==> config.mk <==
export PLATFORM = sky130hd
export DESIGN_NAME = pse_ctrl
export DESIGN_NICKNAME = d
export VERILOG_FILES = /design/src/design/pse_pkg.sv /design/src/design/pse_ctrl.sv
export SDC_FILE = /design/constraint.sdc
export NUM_CORES = 1
export LEC_CHECK = 0
export ABC_AREA = 1
export BUFFER_PORTS_ARGS = -buffer_cell sky130_fd_sc_hd__buf_2
export CAP_MARGIN = 10
export CORE_AREA = 2 2 39 41
export DETAILED_ROUTE_END_ITERATION = 7
export DIE_AREA = 0 0 41 43
export MAX_ROUTING_LAYER = met4
export SYNTH_ARGS = -nofsm -noshare
export SYNTH_HDL_FRONTEND = slang
export SYNTH_SLANG_ARGS = --single-unit
==> constraint.sdc <==
create_clock -name aclk -period 1.3 [get_ports aclk]
set_input_delay 0.26 -clock aclk [delete_from_list [all_inputs] [get_ports aclk]]
set_output_delay 0.26 -clock aclk [all_outputs]
set_load 0.02 [all_outputs]
==> src/design/pse_pkg.sv <==
`default_nettype none
// ----------------------------------------------------------------------------
// pse_pkg
// Shared types, token codes and command/status definitions for the postfix
// stack evaluator.
// ----------------------------------------------------------------------------
package pse_pkg;

    localparam int WORD_W            = 48;
    localparam int TOKEN_W           = 8;
    localparam int STATUS_W          = 3;
    localparam int PROD_W            = 2 * WORD_W;
    localparam int HALF_W            = WORD_W / 2;
    localparam int DEF_STACK_DEPTH   = 64;
    localparam int DEF_FRACTION_BITS = 16;

    localparam logic [TOKEN_W-1:0] TOK_END  = 8'h00;
    localparam logic [TOKEN_W-1:0] TOK_ADD  = 8'h2B;
    localparam logic [TOKEN_W-1:0] TOK_SUB  = 8'h2D;
    localparam logic [TOKEN_W-1:0] TOK_MUL  = 8'h2A;
    localparam logic [TOKEN_W-1:0] TOK_DIV  = 8'h2F;
    localparam logic [TOKEN_W-1:0] TOK_ZERO = 8'h30;
    localparam logic [TOKEN_W-1:0] TOK_NINE = 8'h39;

    typedef enum logic [STATUS_W-1:0] {
        ST_OK    = 3'd0,
        ST_UNDER = 3'd1,
        ST_FULL  = 3'd2,
        ST_DIV0  = 3'd3,
        ST_EMPTY = 3'd4,
        ST_SAT   = 3'd5
    } status_code_t;

    typedef enum logic [1:0] {
        OP_ADD,
        OP_SUB,
        OP_MUL,
        OP_DIV
    } op_t;

    typedef enum logic [3:0] {
        CMD_NONE,
        CMD_LATCH,
        CMD_PUSH,
        CMD_FLAG_UNDER,
        CMD_FLAG_FULL,
        CMD_RD_LOWER,
        CMD_RD_TOP,
        CMD_LOAD_A,
        CMD_LOAD_B,
        CMD_START,
        CMD_STEP,
        CMD_WRITE,
        CMD_EMIT
    } cmd_t;

    typedef struct packed {
        logic is_end;
        logic is_op;
        op_t  op;
        logic lt2;
        logic full;
        logic count_zero;
        logic b_zero;
        logic iter_done;
    } dp_status_t;

    function automatic op_t op_of(input logic [TOKEN_W-1:0] t);
        op_t o;
        case (t)
            TOK_SUB: o = OP_SUB;
            TOK_MUL: o = OP_MUL;
            TOK_DIV: o = OP_DIV;
            default: o = OP_ADD;
        endcase
        return o;
    endfunction

endpackage
`default_nettype wire

==> src/design/pse_ctrl.sv <==
`default_nettype none
// ----------------------------------------------------------------------------
// pse_ctrl
// Sequencer of the postfix evaluator: decodes each token and steps the
// datapath through stack reads, arithmetic and write-back.
// ----------------------------------------------------------------------------
module pse_ctrl (
    input  wire logic                 aclk,
    input  wire logic                 aresetn,
    input  wire logic                 s_tvalid,
    output logic                      s_tready,
    output logic                      m_tvalid,
    input  wire logic                 m_tready,
    input  wire pse_pkg::dp_status_t  stat,
    output pse_pkg::cmd_t             cmd
);

    typedef enum logic [3:0] {
        S_IDLE,
        S_DECODE,
        S_RD_A,
        S_RD_B,
        S_START,
        S_MUL,
        S_DIV,
        S_WRITE,
        S_EMIT
    } state_t;

    state_t state_reg, state_next;
    logic   m_tvalid_reg, m_tvalid_next;

    always_comb begin
        state_next = state_reg;
        cmd        = pse_pkg::CMD_NONE;
        s_tready   = 1'b0;
        case (state_reg)
            S_IDLE: begin
                s_tready = 1'b1;
                if (s_tvalid) begin
                    cmd        = pse_pkg::CMD_LATCH;
                    state_next = S_DECODE;
                end
            end
            S_DECODE: begin
                if (stat.is_end) begin
                    if (!stat.count_zero) begin
                        cmd = pse_pkg::CMD_RD_TOP;
                    end
                    state_next = S_EMIT;
                end else if (stat.is_op) begin
                    if (stat.lt2) begin
                        cmd        = pse_pkg::CMD_FLAG_UNDER;
                        state_next = S_IDLE;
                    end else begin
                        cmd        = pse_pkg::CMD_RD_LOWER;
                        state_next = S_RD_A;
                    end
                end else begin
                    cmd        = stat.full ? pse_pkg::CMD_FLAG_FULL : pse_pkg::CMD_PUSH;
                    state_next = S_IDLE;
                end
            end
            S_RD_A: begin
                cmd        = pse_pkg::CMD_LOAD_A;
                state_next = S_RD_B;
            end
            S_RD_B: begin
                cmd        = pse_pkg::CMD_LOAD_B;
                state_next = S_START;
            end
            S_START: begin
                cmd = pse_pkg::CMD_START;
                case (stat.op)
                    pse_pkg::OP_MUL: state_next = S_MUL;
                    pse_pkg::OP_DIV: state_next = stat.b_zero ? S_WRITE : S_DIV;
                    default:         state_next = S_WRITE;
                endcase
            end
            S_MUL, S_DIV: begin
                cmd = pse_pkg::CMD_STEP;
                if (stat.iter_done) begin
                    state_next = S_WRITE;
                end
            end
            S_WRITE: begin
                cmd        = pse_pkg::CMD_WRITE;
                state_next = S_IDLE;
            end
            S_EMIT: begin
                if (!m_tvalid_reg || m_tready) begin
                    cmd        = pse_pkg::CMD_EMIT;
                    state_next = S_IDLE;
                end
            end
            default: state_next = S_IDLE;
        endcase
        if (cmd == pse_pkg::CMD_EMIT) begin
            m_tvalid_next = 1'b1;
        end else if (m_tready) begin
            m_tvalid_next = 1'b0;
        end else begin
            m_tvalid_next = m_tvalid_reg;
        end
    end

    always_ff @(posedge aclk) begin
        if (!aresetn) begin
            state_reg    <= S_IDLE;
            m_tvalid_reg <= 1'b0;
        end else begin
            state_reg    <= state_next;
            m_tvalid_reg <= m_tvalid_next;
        end
    end

    assign m_tvalid = m_tvalid_reg;

endmodule
`default_nettype wire

**Yosys cells after proc, flatten, opt, wreduce, memory -nomap -nowiden**

Index checks and enable logic that the tools add are counted.

- Bits in registers: 5
- Latch bits: 0
- Memory bits (writable): 0
- Memory bits (read-only): 0
- Input bits: 13
- Output and inout bits: 6
- Memories: 0

- $add $sub $neg: 0
- Multipliers: 0
- Divide/modulo/power cells: 0
- Order comparisons: 0
- Equality and inequality tests: 14
- Shift-type cells: 0
- Mux-type cells: 20
- Bitwise operators: 0
- Reductions and logical operators: 6

Operator list:

| kind | number |
|---|---|
| $mux W4 | 8 |
| $pmux W4 S8 | 1 |
| $pmux W4 S7 | 1 |
| $eq A4 B3 Y1 const B | 4 |
| $mux W3 | 3 |
| $eq A4 B2 Y1 const B | 2 |
| $eq A4 B4 Y1 const B | 2 |
| $ne A2 B2 Y1 const B | 3 |
| $mux W1 | 5 |
| $eq A2 B2 Y1 const B | 2 |
| $eq A4 B1 Y1 const B | 1 |
| $logic_not A4 Y1 | 1 |
| $pmux W2 S2 | 1 |
| $reduce_and A3 Y1 | 1 |
| $mux W2 | 1 |
| $reduce_bool A2 Y1 | 1 |
| $reduce_or A2 Y1 | 1 |
| $logic_not A1 Y1 | 1 |
| $logic_or A1 B1 Y1 | 1 |

**Longest topological paths before layout**

- Word-level depth: 6
- Depth in mapped cells: 9
- Gate-level depth less buffers: 9

**Least setup slack after synthesis**

No wires, ideal clock.

- Path type: reg2out
- Start: register state_reg[0]
- End: output cmd[0]
- Data arrival time: 1.052 ns
- Data required time: 1.040 ns
- Path slack: -0.012 ns
- Stages on the path, launching flop included: 6
- Cells stage by stage: dfxtp_1 -> nor2_2 -> nand2_2 -> inv_1 -> nand2_1 -> nand4_1

- Cells in the longest elaborated chain, start to end: 3

Ends and longest elaborated chain:

| what | line | source |
|---|---|---|
| from (decl) | pse_ctrl.sv:30 | `state_t state_reg, state_next;` |
| from (signal assigned) | pse_ctrl.sv:112 | `state_reg <= state_next;` |
| $eq A4 B3 Y1 | pse_ctrl.sv:37 | `case (state_reg)` |
| $reduce_or A2 Y1 | pse_ctrl.sv:37 |  |
| $pmux W4 S8 * | pse_ctrl.sv:37 |  |
| to (decl) | pse_ctrl.sv:15 | `output pse_pkg::cmd_t cmd` |

Every way passes the cells marked *; elsewhere a longest branch is shown, timed or not.

**Final worst setup path**

- Start: register state_reg[1]
- End: output cmd[3]

Same word-level chain as after synthesis.

==> flow_metrics.tcl <==
set metrics [dict create \
    grt_max_degree 7 \
    die_height_um 43 \
    gp_congestion 0.7562 \
    drt-vias-per-instance 4.738 \
    syn_inst 74 \
    skew_ns 0.0005037 \
    numPortBuffers 18 \
    cts_sinks 5 \
    r2r_end "state_reg[1]" \
    finalSetupViolCount 4 \
    vias 597 \
    pin_count 19 \
    dr.pass1.iters 4 \
    cts_buffers 3 \
    slew_headroom_pct 86.91 \
    reg2reg_slack_ns 0.04 \
    ys.flop_type "dfxtp_1" \
    diodes 0 \
    tightestPinTransition_ns 0.1957 \
    wl_per_cell_um 10.14 \
    grt.total_usage_pct 17.37 \
    ys_async_sr_fraction_pct 0 \
    drtIter0Drc 11 \
    rsz0062_at_grt "true" \
    cts_htree_levels 1 \
    fin_crit_sh_pct 118.7 \
    synth.avg_cell_area_um2 5.867 \
    drc_errors 0 \
    synth_area_leaders "dfxtp_1 (23%), nand2_1 (17%), inv_1 (11%)" \
    hp-class "in -> reg" \
    violations "negative setup slack" \
    start_util_pct 31.37 \
    r2r-start "state_reg[1]" \
    end_kind "output port" \
    dieWidth_um 41 \
    design_area_um2 749.5 \
    critPathLaunch "state_reg[1]" \
    place_area_um2 611.8 \
    final_nets 124 \
    synth_fp_nets 87 \
    cts_hold_buf 0 \
    cts_tree "yes" \
    drv_slew 0 \
    worstPathArrival_ns 1.28 \
    fin_util_pct 54.16 \
    place_hpwl_um 946.1 \
    maxClockFrequency_mhz 647.8 \
    p_total_uw 645.1 \
    path_clk_slew_ns 0.04 \
    rr_worst_depth 8 \
    required_ns 1.04 \
    rows 14 \
    yosysWarnings 0 \
    clk_latency_ns 0.24 \
    die_area_um2 1763 \
    synth-edff-count 0 \
    period_needed_ns 1.544 \
    ys_types 18 \
    grt_pass1_wl_mm 2.063 \
    area_delta_synth_final_pct 72.62 \
    grt_overflow 0 \
    critPathKind "reg -> out" \
    coreArea_um2 1384 \
    synth-seq-cells 5 \
    critPathMaxFanout 5 \
    wl_mm 1.278 \
    synth_seq_area_share_pct 23.05 \
    power_density_nw_per_um2 860.7 \
    yosysTopAreaCell "dfxtp_1" \
    clock-root-buffer "clkbuf_4" \
    cp-endpoint "cmd[3]" \
    cts_max_path_buffers 2 \
    startpoint_type "flip-flop" \
    synth_top_area_share_pct 23.05 \
    grt_pass1_vias 562 \
    setup_ws_ns -0.2437 \
    ant_nets 0 \
    drive_gt1_share_pct 50.91 \
    cap_violations 0 \
    largest_reg_flops 4 \
    grt_antenna_before_repair 0 \
    p_leak_nw 0.3899 \
    hold_ws_ns 0.3122 \
    synth_area_um2 434.2 \
    hold_viol 0 \
    max-vdd-ir-drop_v 0.0004198 \
    outcome "finished with violations" \
]
## layout by cell type (no fill, tap or decap)
master / instances
dfxtp_4: 2
clkbuf_4: 3
nand3_1: 5
nor2_4: 4
o2111ai_1: 1
nand4_1: 3
o211ai_1: 1
inv_1: 11
o21ai_1: 2
a21oi_2: 3
nand2_1: 19
clkbuf_1: 1
dfxtp_1: 1
clkinv_1: 1
inv_4: 1
buf_2: 13
a21oi_1: 4
nor2_1: 3
nand2_4: 1
nor2_2: 2
nand2_2: 3
inv_2: 2
nand3b_1: 2
buf_4: 15
buf_6: 4
nand3_2: 1
dfxtp_2: 2
## cell families (layout without fill, tap and decap cells)
logic type | after synthesis | in the layout | share of synthesized area, %
simple gates | 43 | 43 | 48.12
buf+inv | 15 | 51 | 12.97
compound gates | 11 | 11 | 15.85
flops | 5 | 5 | 23.06
## metal layers
layer	wire length [um]	GRT usage, %	vias up
li1	-	-	310
met1	527	20.51	263
met2	664	26.56	22
met3	70	4.712	2
met4	14	7.333	0
met5	0	-	-
## worst max-delay path: stages (launching register included)
cell	delay, ns
dfxtp_4	0.37
nor2_4	0.19
nand4_1	0.22
nand3_1	0.15
buf_6	0.12
## synth_stat cells (2+ instances only)
| cell type | number |
|---|---|
| nand4_1 | 3 |
| nor2_1 | 4 |
| nand2_2 | 3 |
| inv_1 | 13 |
| nand2_1 | 20 |
| nor2_2 | 4 |
| nand3_1 | 6 |
| nand3b_1 | 2 |
| a21oi_1 | 5 |
| a21oi_2 | 2 |
| dfxtp_1 | 5 |
## timing repair
item                       in CTS  in global routing
pin swaps                       4                  5
setup buffers                   1                  4
gates resized for setup        21                  6
setup endpoints to repair       5                  7
## metrics by stage
stage	instances	setup TNS (ns)	setup slack, ns
2_1_floorplan	74	0	0.01847
3_3_place_gp	117	-0.1919	-0.08496
3_5_place_dp	117	-0.2209	-0.1217
4_1_cts	122	-0.8468	-0.2682
5_1_grt	126	-1.283	-0.3282
6_report	126	-0.8607	-0.2437
## how the worst min path moves through the flow
| stage | startpoint | to | slack, ns | cells after the start |
|---|---|---|---|---|
| final | stat[8] | state_reg[3] | 0.31 | 3 |
| after global routing | stat[8] | state_reg[3] | 0.32 | 3 |
| after CTS | m_tready | m_tvalid | 0.30 | 4 |
| after detailed placement | state_reg[0] | state_reg[0] | 0.53 | 2 |
| after global placement | state_reg[0] | state_reg[0] | 0.52 | 2 |
| after floorplan | stat[8] | state_reg[3] | 0.40 | 2 |
## report_power, final
part | internal [mW] | total [mW] | switching [mW]
Combinational | 0.141 | 0.287 | 0.146
Sequential | 0.164 | 0.180 | 0.0169
Clock | 0.116 | 0.178 | 0.0620
## area by class of cell
cell class / instances / area, um^2
Fill cell: 137 / 634.4
Multi-Input combinational cell: 54 / 311.5
Timing Repair Buffer: 32 / 222.7
Sequential cell: 5 / 110.1
Inverter: 15 / 58.81
Clock buffer: 4 / 26.28
Tap cell: 16 / 20.02
No activity file was read; power rests on OpenSTA's default activity.
